==> src/sv/pewb_pkg.sv <==
package pewb_pkg;

	localparam int POS_W = 24;
	localparam int VEL_W = 13;
	localparam int TIME_W = 32;

	// configuration register indexes
	localparam logic [2:0] REG_WIDTH = 3'd0;
	localparam logic [2:0] REG_HEIGHT = 3'd1;
	localparam logic [2:0] REG_RADIUS = 3'd2;
	localparam logic [2:0] REG_GRAV_X = 3'd3;
	localparam logic [2:0] REG_GRAV_Y = 3'd4;
	localparam logic [2:0] REG_PHYS = 3'd5;
	localparam logic [2:0] REG_TSTEP = 3'd6;
	localparam logic [2:0] REG_LIMIT = 3'd7;

	// datapath operations
	typedef enum logic [2:0] {
		OP_NONE,
		OP_LOAD,
		OP_WALLS,
		OP_GRAV,
		OP_SQRT_INIT,
		OP_SQRT_STEP,
		OP_DIV_INIT,
		OP_DIV_STEP
	} op_t;

	typedef struct packed {
		op_t op;
		logic integrate;
		logic capture;
	} cmd_t;

	typedef struct packed {
		logic over_limit;
		logic sqrt_done;
		logic div_done;
	} status_t;

endpackage

==> src/sv/particle_euler_wall_bounce_unit.sv <==
// One 2D particle, advanced one tick per input transfer (mode 0) or loaded (mode 1).
// The result sits in its own output register, so the next input can be taken while a
// result waits; a finished item waits in the datapath until that register is free.
// A load, or a tick with physics off (wall checks only), goes straight on to the result
// register; a tick with physics on then adds gravity, checks the speed limit and integrates,
// and when the limit fires the velocity is first scaled by a bit-serial square root and a
// bit-serial divider that scales both components in parallel. One item is computed at
// a time; input is ready again in the cycle after the result has moved into the output
// register.
module particle_euler_wall_bounce_unit #(
	parameter int FRAC_BITS = 8
) (
	input logic clk,
	input logic arst_n,
	input logic s_axis_tvalid,
	output logic s_axis_tready,
	// load_x[23:0], load_y[47:24], load_vx[60:48], load_vy[73:61], zero fill
	input logic [79:0] s_axis_tdata,
	// mode
	input logic s_axis_tuser,
	output logic m_axis_tvalid,
	input logic m_axis_tready,
	// pos_x[23:0], pos_y[47:24], vel_x[60:48], vel_y[73:61], elapsed_time[105:74]
	output logic [111:0] m_axis_tdata,
	// hit_side
	output logic m_axis_tuser,
	input logic cfg_we,
	input logic [2:0] cfg_index,
	input logic [15:0] cfg_wdata
);
	logic [11:0] width_q, height_q, limit_q;
	logic [7:0] radius_q;
	logic signed [9:0] gx_q, gy_q;
	logic phys_q;
	logic [15:0] tstep_q;

	// configuration registers
	always_ff @(posedge clk or negedge arst_n) begin
		if (!arst_n) begin
			width_q <= 12'd1024;
			height_q <= 12'd768;
			radius_q <= 8'd1;
			gx_q <= '0;
			gy_q <= '0;
			phys_q <= 1'b0;
			tstep_q <= 16'd655;
			limit_q <= 12'd1024;
		end else if (cfg_we) begin
			unique case (cfg_index)
				pewb_pkg::REG_WIDTH: width_q <= cfg_wdata[11:0];
				pewb_pkg::REG_HEIGHT: height_q <= cfg_wdata[11:0];
				pewb_pkg::REG_RADIUS: radius_q <= cfg_wdata[7:0];
				pewb_pkg::REG_GRAV_X: gx_q <= cfg_wdata[9:0];
				pewb_pkg::REG_GRAV_Y: gy_q <= cfg_wdata[9:0];
				pewb_pkg::REG_PHYS: phys_q <= cfg_wdata[0];
				pewb_pkg::REG_TSTEP: tstep_q <= cfg_wdata;
				pewb_pkg::REG_LIMIT: limit_q <= cfg_wdata[11:0];
				default: begin
				end
			endcase
		end
	end

	pewb_pkg::cmd_t cmd;
	pewb_pkg::status_t status;
	logic busy, in_fire;
	logic signed [23:0] px, py;
	logic signed [12:0] vx, vy;
	logic [31:0] et;

	assign s_axis_tready = !busy;
	assign in_fire = s_axis_tvalid && s_axis_tready;

	pewb_ctrl u_ctrl (
		.clk(clk),
		.arst_n(arst_n),
		.in_fire(in_fire),
		.in_mode(s_axis_tuser),
		.out_taken(m_axis_tvalid && m_axis_tready),
		.physics_on(phys_q),
		.status(status),
		.cmd(cmd),
		.busy(busy),
		.out_valid(m_axis_tvalid)
	);

	pewb_datapath #(.FRAC_BITS(FRAC_BITS)) u_dp (
		.clk(clk),
		.arst_n(arst_n),
		.cmd(cmd),
		.status(status),
		.screen_width(width_q),
		.screen_height(height_q),
		.radius(radius_q),
		.gravity_x(gx_q),
		.gravity_y(gy_q),
		.time_step(tstep_q),
		.speed_limit(limit_q),
		.load_x(s_axis_tdata[23:0]),
		.load_y(s_axis_tdata[47:24]),
		.load_vx(s_axis_tdata[60:48]),
		.load_vy(s_axis_tdata[73:61]),
		.pos_x(px),
		.pos_y(py),
		.vel_x(vx),
		.vel_y(vy),
		.hit_side(m_axis_tuser),
		.elapsed_time(et)
	);

	assign m_axis_tdata = {6'd0, et, vy, vx, py, px};
endmodule

==> src/sv/pewb_datapath.sv <==
module pewb_datapath #(
	parameter int FRAC_BITS = 8
) (
	input logic clk,
	input logic arst_n,
	input pewb_pkg::cmd_t cmd,
	output pewb_pkg::status_t status,
	input logic [11:0] screen_width,
	input logic [11:0] screen_height,
	input logic [7:0] radius,
	input logic signed [9:0] gravity_x,
	input logic signed [9:0] gravity_y,
	input logic [15:0] time_step,
	input logic [11:0] speed_limit,
	input logic signed [pewb_pkg::POS_W-1:0] load_x,
	input logic signed [pewb_pkg::POS_W-1:0] load_y,
	input logic signed [pewb_pkg::VEL_W-1:0] load_vx,
	input logic signed [pewb_pkg::VEL_W-1:0] load_vy,
	output logic signed [pewb_pkg::POS_W-1:0] pos_x,
	output logic signed [pewb_pkg::POS_W-1:0] pos_y,
	output logic signed [pewb_pkg::VEL_W-1:0] vel_x,
	output logic signed [pewb_pkg::VEL_W-1:0] vel_y,
	output logic hit_side,
	output logic [31:0] elapsed_time
);
	localparam int PW = pewb_pkg::POS_W;
	localparam int VW = pewb_pkg::VEL_W;
	localparam int WW = 12 + FRAC_BITS + 2;     // wall values, signed
	localparam int XW = ((WW > PW) ? WW : PW) + 1; // position compare and sum
	localparam int GW = VW + 2;                 // velocity after gravity
	localparam int SW = 2 * GW;                 // squared length
	localparam int RW = SW;                     // root, holds partial values too
	localparam int NW = GW + 12;                // |v| * limit
	localparam int SQ_STEPS = SW / 2;
	localparam int CW = $clog2(NW + 1);
	localparam logic signed [PW-1:0] PMAX = {1'b0, {(PW-1){1'b1}}};
	localparam logic signed [PW-1:0] PMIN = {1'b1, {(PW-1){1'b0}}};
	localparam logic signed [VW-1:0] VMAX = {1'b0, {(VW-1){1'b1}}};
	localparam logic signed [VW-1:0] VMIN = {1'b1, {(VW-1){1'b0}}};

	logic signed [PW-1:0] px_q, py_q;
	logic signed [VW-1:0] vx_q, vy_q;
	logic hit_q;
	logic [31:0] time_q;
	logic signed [GW-1:0] gx_q, gy_q;
	logic [SW-1:0] rem_q, bit_q;
	logic [RW-1:0] root_q;
	logic [CW-1:0] cnt_q;
	logic [NW-1:0] nx_q, ny_q;
	logic [NW-1:0] rx_q, ry_q, qx_q, qy_q;
	logic signed [PW-1:0] opx_q, opy_q;
	logic signed [VW-1:0] ovx_q, ovy_q;
	logic ohit_q;
	logic [31:0] otime_q;

	// position saturation
	function automatic logic signed [PW-1:0] sat_p(input logic signed [XW-1:0] v);
		if (v > XW'(PMAX)) return PMAX;
		if (v < XW'(PMIN)) return PMIN;
		return v[PW-1:0];
	endfunction

	function automatic logic signed [VW-1:0] sat_v(input logic signed [GW:0] v);
		if (v > (GW+1)'(VMAX)) return VMAX;
		if (v < (GW+1)'(VMIN)) return VMIN;
		return v[VW-1:0];
	endfunction

	function automatic logic signed [VW-1:0] neg_v(input logic signed [VW-1:0] v);
		return sat_v(-(GW+1)'(v));
	endfunction

	// wall values
	logic signed [WW-1:0] r_w, right_w, bottom_w;
	assign r_w = WW'({radius, {FRAC_BITS{1'b0}}});
	assign right_w = WW'({screen_width, {FRAC_BITS{1'b0}}}) - r_w;
	assign bottom_w = WW'({screen_height, {FRAC_BITS{1'b0}}}) - r_w;

	// four checks in order
	logic signed [PW-1:0] wx, wy;
	logic signed [VW-1:0] wvx, wvy;
	logic whit;
	always_comb begin
		wx = px_q;
		wy = py_q;
		wvx = vx_q;
		wvy = vy_q;
		whit = 1'b0;
		if (XW'(wx) > XW'(right_w)) begin
			wx = sat_p(XW'(right_w));
			wvx = neg_v(wvx);
			whit = 1'b1;
		end
		if (XW'(wx) < XW'(r_w)) begin
			wx = sat_p(XW'(r_w));
			wvx = neg_v(wvx);
			whit = 1'b1;
		end
		if (XW'(wy) > XW'(bottom_w)) begin
			wy = sat_p(XW'(bottom_w));
			wvy = neg_v(wvy);
			whit = 1'b1;
		end
		if (XW'(wy) < XW'(r_w)) begin
			wy = sat_p(XW'(r_w));
			wvy = neg_v(wvy);
			whit = 1'b1;
		end
	end

	// magnitudes and limit compare
	logic [GW-1:0] ax, ay;
	logic [SW-1:0] sq, lim_sq;
	assign ax = gx_q[GW-1] ? GW'(-gx_q) : GW'(gx_q);
	assign ay = gy_q[GW-1] ? GW'(-gy_q) : GW'(gy_q);
	assign sq = SW'(ax) * SW'(ax) + SW'(ay) * SW'(ay);
	assign lim_sq = SW'(speed_limit) * SW'(speed_limit);
	assign status.over_limit = sq > lim_sq;
	assign status.sqrt_done = bit_q == '0;
	assign status.div_done = cnt_q == '0;

	// one root digit
	logic [SW-1:0] trial;
	assign trial = SW'(root_q) + bit_q;

	// one quotient bit per component
	logic [NW:0] tx, ty;
	assign tx = {rx_q, nx_q[NW-1]} - (NW+1)'(root_q);
	assign ty = {ry_q, ny_q[NW-1]} - (NW+1)'(root_q);

	// scaled component, final velocity and integration
	logic signed [GW:0] fx, fy;
	logic signed [VW-1:0] svx, svy;
	always_comb begin
		if (status.over_limit) begin
			fx = gx_q[GW-1] ? -(GW+1)'(qx_q) : (GW+1)'(qx_q);
			fy = gy_q[GW-1] ? -(GW+1)'(qy_q) : (GW+1)'(qy_q);
		end else begin
			fx = (GW+1)'(gx_q);
			fy = (GW+1)'(gy_q);
		end
		svx = sat_v(fx);
		svy = sat_v(fy);
	end

	always_ff @(posedge clk or negedge arst_n) begin
		if (!arst_n) begin
			px_q <= '0;
			py_q <= '0;
			vx_q <= '0;
			vy_q <= '0;
			hit_q <= 1'b0;
			time_q <= '0;
			bit_q <= '0;
			cnt_q <= '0;
			opx_q <= '0;
			opy_q <= '0;
			ovx_q <= '0;
			ovy_q <= '0;
			ohit_q <= 1'b0;
			otime_q <= '0;
		end else begin
			unique case (cmd.op)
				pewb_pkg::OP_LOAD: begin
					px_q <= load_x;
					py_q <= load_y;
					vx_q <= load_vx;
					vy_q <= load_vy;
					hit_q <= 1'b0;
				end
				pewb_pkg::OP_WALLS: begin
					px_q <= wx;
					py_q <= wy;
					vx_q <= wvx;
					vy_q <= wvy;
					hit_q <= whit;
					time_q <= time_q + 32'(time_step);
				end
				pewb_pkg::OP_GRAV: begin
					gx_q <= GW'(vx_q) + GW'(gravity_x);
					gy_q <= GW'(vy_q) + GW'(gravity_y);
				end
				pewb_pkg::OP_SQRT_INIT: begin
					rem_q <= sq;
					root_q <= '0;
					bit_q <= SW'(1) << (SW - 2);
				end
				pewb_pkg::OP_SQRT_STEP: begin
					if (rem_q >= trial) begin
						rem_q <= rem_q - trial;
						root_q <= RW'((SW'(root_q) >> 1) + bit_q);
					end else begin
						root_q <= root_q >> 1;
					end
					bit_q <= bit_q >> 2;
				end
				pewb_pkg::OP_DIV_INIT: begin
					nx_q <= NW'(ax) * NW'(speed_limit);
					ny_q <= NW'(ay) * NW'(speed_limit);
					rx_q <= '0;
					ry_q <= '0;
					qx_q <= '0;
					qy_q <= '0;
					cnt_q <= CW'(NW);
				end
				pewb_pkg::OP_DIV_STEP: begin
					nx_q <= nx_q << 1;
					ny_q <= ny_q << 1;
					rx_q <= tx[NW] ? {rx_q[NW-2:0], nx_q[NW-1]} : tx[NW-1:0];
					ry_q <= ty[NW] ? {ry_q[NW-2:0], ny_q[NW-1]} : ty[NW-1:0];
					qx_q <= {qx_q[NW-2:0], ~tx[NW]};
					qy_q <= {qy_q[NW-2:0], ~ty[NW]};
					cnt_q <= cnt_q - CW'(1);
				end
				default: begin
				end
			endcase
			if (cmd.integrate) begin
				vx_q <= svx;
				vy_q <= svy;
				px_q <= sat_p(XW'(px_q) + XW'(svx));
				py_q <= sat_p(XW'(py_q) + XW'(svy));
			end
			// result register
			if (cmd.capture) begin
				opx_q <= px_q;
				opy_q <= py_q;
				ovx_q <= vx_q;
				ovy_q <= vy_q;
				ohit_q <= hit_q;
				otime_q <= time_q;
			end
		end
	end

	assign pos_x = opx_q;
	assign pos_y = opy_q;
	assign vel_x = ovx_q;
	assign vel_y = ovy_q;
	assign hit_side = ohit_q;
	assign elapsed_time = otime_q;
endmodule

==> src/sv/pewb_ctrl.sv <==
module pewb_ctrl (
	input logic clk,
	input logic arst_n,
	input logic in_fire,
	input logic in_mode,
	input logic out_taken,
	input logic physics_on,
	input pewb_pkg::status_t status,
	output pewb_pkg::cmd_t cmd,
	output logic busy,
	output logic out_valid
);
	localparam logic [2:0] S_IDLE = 3'd0;
	localparam logic [2:0] S_GRAV = 3'd1;
	localparam logic [2:0] S_CHECK = 3'd2;
	localparam logic [2:0] S_SQRT = 3'd3;
	localparam logic [2:0] S_DIVI = 3'd4;
	localparam logic [2:0] S_DIV = 3'd5;
	localparam logic [2:0] S_DONE = 3'd6;

	logic [2:0] state_q;
	logic valid_q;
	logic out_free;

	// result register can take a new result this cycle
	assign out_free = !valid_q || out_taken;

	// command decode
	always_comb begin
		cmd.op = pewb_pkg::OP_NONE;
		cmd.integrate = 1'b0;
		cmd.capture = 1'b0;
		unique case (state_q)
			S_IDLE: begin
				if (in_fire) cmd.op = in_mode ? pewb_pkg::OP_LOAD : pewb_pkg::OP_WALLS;
			end
			S_GRAV: cmd.op = pewb_pkg::OP_GRAV;
			S_CHECK: begin
				if (status.over_limit) cmd.op = pewb_pkg::OP_SQRT_INIT;
				else cmd.integrate = 1'b1;
			end
			S_SQRT: begin
				if (!status.sqrt_done) cmd.op = pewb_pkg::OP_SQRT_STEP;
			end
			S_DIVI: cmd.op = pewb_pkg::OP_DIV_INIT;
			S_DIV: begin
				if (status.div_done) cmd.integrate = 1'b1;
				else cmd.op = pewb_pkg::OP_DIV_STEP;
			end
			S_DONE: cmd.capture = out_free;
			default: begin
			end
		endcase
	end

	// sequencing and result register valid
	always_ff @(posedge clk or negedge arst_n) begin
		if (!arst_n) begin
			state_q <= S_IDLE;
			valid_q <= 1'b0;
		end else begin
			if (state_q == S_DONE && out_free) valid_q <= 1'b1;
			else if (out_taken) valid_q <= 1'b0;
			unique case (state_q)
				S_IDLE: begin
					if (in_fire) begin
						if (in_mode || !physics_on) state_q <= S_DONE;
						else state_q <= S_GRAV;
					end
				end
				S_GRAV: state_q <= S_CHECK;
				S_CHECK: state_q <= status.over_limit ? S_SQRT : S_DONE;
				S_SQRT: if (status.sqrt_done) state_q <= S_DIVI;
				S_DIVI: state_q <= S_DIV;
				S_DIV: if (status.div_done) state_q <= S_DONE;
				S_DONE: if (out_free) state_q <= S_IDLE;
				default: state_q <= S_IDLE;
			endcase
		end
	end

	assign busy = state_q != S_IDLE;
	assign out_valid = valid_q;
endmodule

==> config.mk <==
export PLATFORM = sky130hd
export DESIGN_NAME = particle_euler_wall_bounce_unit
export DESIGN_NICKNAME = d
export VERILOG_FILES = /design/src/sv/pewb_pkg.sv /design/src/sv/particle_euler_wall_bounce_unit.sv /design/src/sv/pewb_datapath.sv /design/src/sv/pewb_ctrl.sv
export SDC_FILE = /design/constraint.sdc
export NUM_CORES = 2
export LEC_CHECK = 0
export BUFFER_PORTS_ARGS = -buffer_cell sky130_fd_sc_hd__buf_2
export CAP_MARGIN = 20
export CORE_UTILIZATION = 55
export CTS_CLUSTER_SIZE = 24
export DETAILED_ROUTE_END_ITERATION = 10
export GPL_TIMING_DRIVEN = 0
export PLACE_DENSITY_LB_ADDON = 0.12
export REMOVE_ABC_BUFFERS = 1
export SETUP_SLACK_MARGIN = 0.02
export SLEW_MARGIN = 20
export SYNTH_ARGS = -nofsm -noshare
export SYNTH_HDL_FRONTEND = slang
export SYNTH_HIERARCHICAL = 1
export SYNTH_SLANG_ARGS = --single-unit
==> constraint.sdc <==
create_clock -name clk -period 30.8 [get_ports clk]
set_clock_uncertainty 0.05 [all_clocks]
set_input_delay 1.54 -clock clk [delete_from_list [all_inputs] [get_ports clk]]
set_output_delay 1.54 -clock clk [all_outputs]
set_load 0.01 [all_outputs]
## After elaboration in Yosys (flattened, before gate mapping)

Cells that the tools add are included.

| cells by class | value |
|---|---|
| equal/unequal tests | 25 |
| add/subtract/negate cells | 22 |
| multiplexer cells | 160 |
| magnitude comparators | 28 |
| reduce and logical (&&, ||, !) cells | 31 |
| $mul | 5 |
| bitwise logic cells | 2 |

Operators by type and width:

| cell | number |
|---|---|
| 24-bit 2-to-1 mux | 28 |
| 13-bit 2-to-1 mux | 30 |
| 27-bit case mux with 2 select lines | 4 |
| 30-bit case mux with 2 select lines | 3 |
| 16-bit by 13-bit > comparator with 1-bit output, second input constant | 6 |
| 16-bit by 13-bit < comparator with 1-bit output, second input constant | 6 |
| 24-bit case mux with 2 select lines | 2 |
| 16-bit 2-to-1 mux | 4 |
| 13-bit negation with 16-bit output | 4 |
| 16-bit case mux with 2 select lines | 2 |
| 1-bit 2-to-1 mux | 63 |
| 30-bit adder | 2 |
| 15-bit by 15-bit multiplier with 30-bit output | 2 |
| 30-bit 2-to-1 mux | 2 |
| 28-bit subtractor | 2 |
| 15-bit by 12-bit multiplier with 27-bit output | 2 |
| 27-bit 2-to-1 mux | 2 |
| 13-bit case mux with 2 select lines | 2 |
| 24-bit by 13-bit adder with 25-bit output | 2 |
| 25-bit by 24-bit > comparator with 1-bit output, second input constant | 2 |
| 25-bit by 24-bit < comparator with 1-bit output, second input constant | 2 |
| 21-bit by 24-bit > comparator with 1-bit output, second input constant | 2 |
| 24-bit by 21-bit > comparator with 1-bit output | 2 |
| 21-bit by 24-bit < comparator with 1-bit output, second input constant | 2 |
| other kinds (38) | 95 |

| word-level totals | value |
|---|---|
| bits in registers | 564 |
| logic and storage cells | 307 |
| output and inout bits | 115 |

## Longest topological paths before layout

| depth | value |
|---|---|
| depth after elaboration | 20 |
| depth in mapped cells | 65 |
| depth with buffers taken out | 61 |

## Cells and area by module

The synthesis kept the hierarchy.

By module, submodules not included:

| module | area each (µm²) | sequential area each (µm²) | cells an instance | times used |
|---|---|---|---|---|
| pewb_datapath | 61121.1 | 12702.2 | 6812 | 1 |
| particle_euler_wall_bounce_unit | 3236.9 | 2040.7 | 187 | 1 |
| pewb_ctrl | 374.1 | 100.1 | 48 | 1 |

## Least setup slack after synthesis

Ideal clock, no wire load.

| timing path | value |
|---|---|
| path kind | register to register |
| from | register u_dp.gx_q[4] |
| to | register u_dp.nx_q[0], enable pin |
| setup slack | 13706 ps |
| cell stages (with the launch flop) | 43 |
| arrival time | 16402 ps |
| data required time | 30108 ps |
| period minus slack after synthesis | 17094 ps |
| cell sequence | edfxtp_1 -> or4_1 -> or4_1 -> nand2_1 -> xor2_1 -> clkinv_1 -> nand2_1 -> inv_1 -> fa_1 -> fa_1 -> inv_1 -> fa_1 -> inv_1 -> fa_1 -> fa_1 -> fa_1 -> fa_1 -> inv_1 -> [7 not listed] -> and2_1 -> nand2b_1 -> a21o_1 -> a21oi_1 -> xnor2_1 -> ha_1 -> nor4b_1 -> a32oi_1 -> a32o_1 -> or4_4 -> nor2_8 -> inv_2 -> buf_6 -> nand2b_1 -> mux2_2 -> o21ai_0 -> nand2_1 -> nor2_1 |

RTL lines:

| item | line | source |
|---|---|---|
| start: declaration | pewb_datapath.sv:45 | `logic signed [GW-1:0] gx_q, gy_q;` |
| start signal: assignment | pewb_datapath.sv:180 | `gx_q <= GW'(vx_q) + GW'(gravity_x);` |
| end signal: assignment | pewb_datapath.sv:198 | `nx_q <= NW'(ax) * NW'(speed_limit);` |
| end signal: assignment | pewb_datapath.sv:207 | `nx_q <= nx_q << 1;` |
| end: declaration | pewb_datapath.sv:49 | `logic [NW-1:0] nx_q, ny_q;` |

==> run metrics <==
Startpoint Class flop; total of max-cap violations 0; min Tclk post-route 19580 ps; Cells on Worst Hold Path 1; crit path capture type flop; share of async-settable or async-resettable flops after synthesis 0.5832; ports placed on the boundary 220; register bit count reported by yosys 547; Netlist cell types 116; number of levels in the clock H-tree 3; number of clock buffers inserted by TritonCTS 71; sum of negative setup slack 0 ps; run status completed; number of placement rows 125; GPL Wtd Cong 0.9127; main combinational cell family by area after synthesis adder cells; post-synthesis area per instance 9.186 sq um; number of endpoints failing setup at the final stage 0; area of the die 119100 sq um; number of instances resized during post-cts repair 0; number of cells produced by synthesis 7047; final-report hold violation count 0; Die Y-Extent 345.1 um; DRT iter0 DRCs 3511; total wire length after detailed routing 171000 um; area of the mapped netlist 64730 sq um; gate family responsible for the most delay along the worst path compound AO/OA/AOI/OAI gates; via/cell ratio 5.779; share of synthesized cell area in and, or, nand and nor gates 0.1423; sum of overflow across all layers after global routing 0; share of synthesized cell area in full adder, half adder and majority cells 0.3299; antenna violations before repair 2; CTS max path bufs 3; Tcrit/Tclk final 0.6357; Initial Util 0.5563; worst flop-to-flop path endpoint u_dp/px_q[14]$_DFFE_PN0P_; worst setup slack for register-to-register paths 11220 ps; Max Slew Vio Count 0; number of instances in the placed design 8663; most frequently used flop master after synthesis sky130_fd_sc_hd__dfrtp_1; highest clock frequency the design can meet 51.08 MHz; cells on worst reg2reg path 54; total half-perimeter wirelength after legalization and detailed placement 134000 um; Post-CTS Setup Repair Bufs 0; hold worst-path end u_dp/time_q[31]$_DFFE_PN0P_; worst r2r src u_dp/gx_q[0]$_DFFE_PP_; wire length of the first global-routing pass 278200 um; fraction of synthesized area in multiplexers 0.04413; cell at the root of the clock tree sky130_fd_sc_hd__clkbuf_16; largest fanout on the critical path 55; clock transition time at the flip-flop clock pins of the worst setup and hold paths 60 ps; count of flip-flops with a built-in enable after synthesis 228; Critical Path AT 20100 ps; Wirelength per Cell 19.44 um; Inserted Diodes 0; global-route usage over all layers 0.2916; max incr delay on CP 890 ps; nets@finish 8620; pin count of the biggest net entering global routing 95; final antenna-violating net count 0; count of vias placed by the detailed router 50830; Non-Filler Instances 8796; clock tree from TritonCTS done; total iterations of the first detailed-routing run 6; fraction of final layout cells with drive strength greater than 1 0.1044; cell seen most often among critical-path stages sky130_fd_sc_hd__fa_1; required time of the critical path 31320 ps; final routed DRC violation total 0; cell at the slowest stage of the critical path sky130_fd_sc_hd__clkinv_1; worst path buffer plus inverter count 8; Min-Delay Path Class flop to flop; area share of xor/xnor cells in the synthesized design 0.04641; Synth Area in Compound Gates 0.1321; width of the die 345.1 um; count of hold buffers inserted by post-cts repair 0; CTS sink count 547; Seq/Total Area, Yosys 0.2293; Slew @ Worst Pin 1169 ps; worst rel slew slack 0.2161; number of filler instances in the final layout 10160; type of the setup path with the least slack flop to flop; number of global-route vias before repair 51840; unrepaired setup endpoints after global routing no; Warnings, synthesis 6; Std-Cell Core Area 116400 sq um; port bufs 207; clock latency of the later-clocked register in the worst-skew pair 680 ps; Hold Path Origin u_dp/time_q[31]$_DFFE_PN0P_; Layout area overhead 9.817%
cells in the mapped netlist, drive strengths merged (43+ instances only):
cell type / n / area (sq um)
ha: 625 / 7820
edfxtp: 228 / 6847
o21a: 46 / 345.3
clkbuf: 240 / 900.9
nand3: 89 / 445.4
fa: 676 / 13530
nor2: 488 / 1861
o21bai: 45 / 337.8
xor2: 124 / 1086
dfrtp: 308 / 7707
inv: 981 / 3682
nor2b: 52 / 325.3
nand2: 790 / 2965
nor3: 91 / 471.7
o21ai: 364 / 1841
nand2b: 55 / 344.1
a21oi: 377 / 1891
and2: 141 / 882.1
xnor2: 219 / 1918
a31oi: 51 / 319.1
buf: 47 / 291.5
o31ai: 43 / 322.8
a211oi: 55 / 417.9
and3: 58 / 362.9
mux2i: 57 / 574.3
mux2: 199 / 2282
nand4: 48 / 306.5
a21o: 87 / 653.1
flip-flops by register name, indices dropped and copies added (netlist names), 14 cells and up:
signal,flops
u_dp/bit_q,15
tstep_q,16
u_dp/py_q,24
u_dp/rx_q,27
u_dp/qx_q,16
u_dp/px_q,24
u_dp/qy_q,16
u_dp/gy_q,14
u_dp/pos_x,24
u_dp/nx_q,27
u_dp/root_q,30
u_dp/rem_q,30
u_dp/time_q,32
u_dp/ny_q,27
u_dp/gx_q,14
u_dp/pos_y,24
u_dp/elapsed_time,32
u_dp/ry_q,27
placed cells by master, fill, tap and decap left out, drive strengths merged, types with 89 or more instances in the layout:
cell type    n
buf        290
dfrtp      308
a21oi      377
o21ai      364
nor3        91
inv        987
edfxtp     228
fa         676
nor2       488
mux2       199
xor2       124
nand3       89
ha         625
xnor2      219
nand2      790
and2       141
clkbuf      96
conb        94
area by class of cell:
type	instances	area, sq um	area share
inverters	989	3712	0.05222
clock inverters	35	499.2	0.007023
multi-input cells	5315	45690	0.6428
flip-flops and latches	547	14860	0.2090
clock buffers	96	1991	0.02800
well taps	1524	1907	0.02682
repair buffers	290	2430	0.03418
through the flow:
stage | hold slack (ps) | setup WS, ps | area [sq um] | util
2_1_floorplan | 386.2 | 13390 | 63880 | -
3_3_place_gp | 405.8 | 3848 | 66820 | 0.5743
3_5_place_dp | 408.5 | 11020 | 68550 | 0.5891
4_1_cts | 418.0 | 10990 | 71040 | 0.6105
5_1_grt | 425.6 | 10340 | 71090 | 0.6109
6_report | 419.9 | 11220 | 71090 | 0.6109
worst max path at each step:
stage	from	cells after the start	to	slack [ps]
6_report	u_dp/gx_q[0]$_DFFE_PP_	54	u_dp/px_q[14]$_DFFE_PN0P_	11220
5_1_grt	u_dp/gx_q[0]$_DFFE_PP_	56	u_dp/px_q[19]$_DFFE_PN0P_	10340
4_1_cts	u_dp/gx_q[0]$_DFFE_PP_	56	u_dp/px_q[19]$_DFFE_PN0P_	10990
3_5_place_dp	u_dp/gx_q[0]$_DFFE_PP_	56	u_dp/px_q[12]$_DFFE_PN0P_	11020
3_3_place_gp	u_dp/gy_q[0]$_DFFE_PP_	41	u_dp/nx_q[21]$_DFFE_PP_	3850
2_1_floorplan	u_dp/gx_q[4]$_DFFE_PP_	40	u_dp/nx_q[0]$_SDFFCE_PP0P_	13390
routing by layer:
layer  GRT usage  part of all wire  vias up  wire length (um)
met4      0.1198             0.043        0              7429
met1      0.3839              0.43    25120             72740
li1            -                 -    23900                 -
met3     0.03996             0.058      310              9906
met2      0.4847              0.47     1492             80870
met5           0                 0        -                 0
cells by family after synthesis:
| logic type | after synthesis |
|---|---|
| other | 3 |
| muxes | 256 |
| xor gates and xnor gates | 343 |
| AOI/OAI and AO/OA | 1341 |
| and+or+nand+nor | 1980 |
| DFF | 547 |
| adders and majority gates | 1301 |
| buffers and inverters | 1276 |
Power is not shown: default switching activity piles up to over one toggle a cycle in this logic, so the estimate is an artifact.
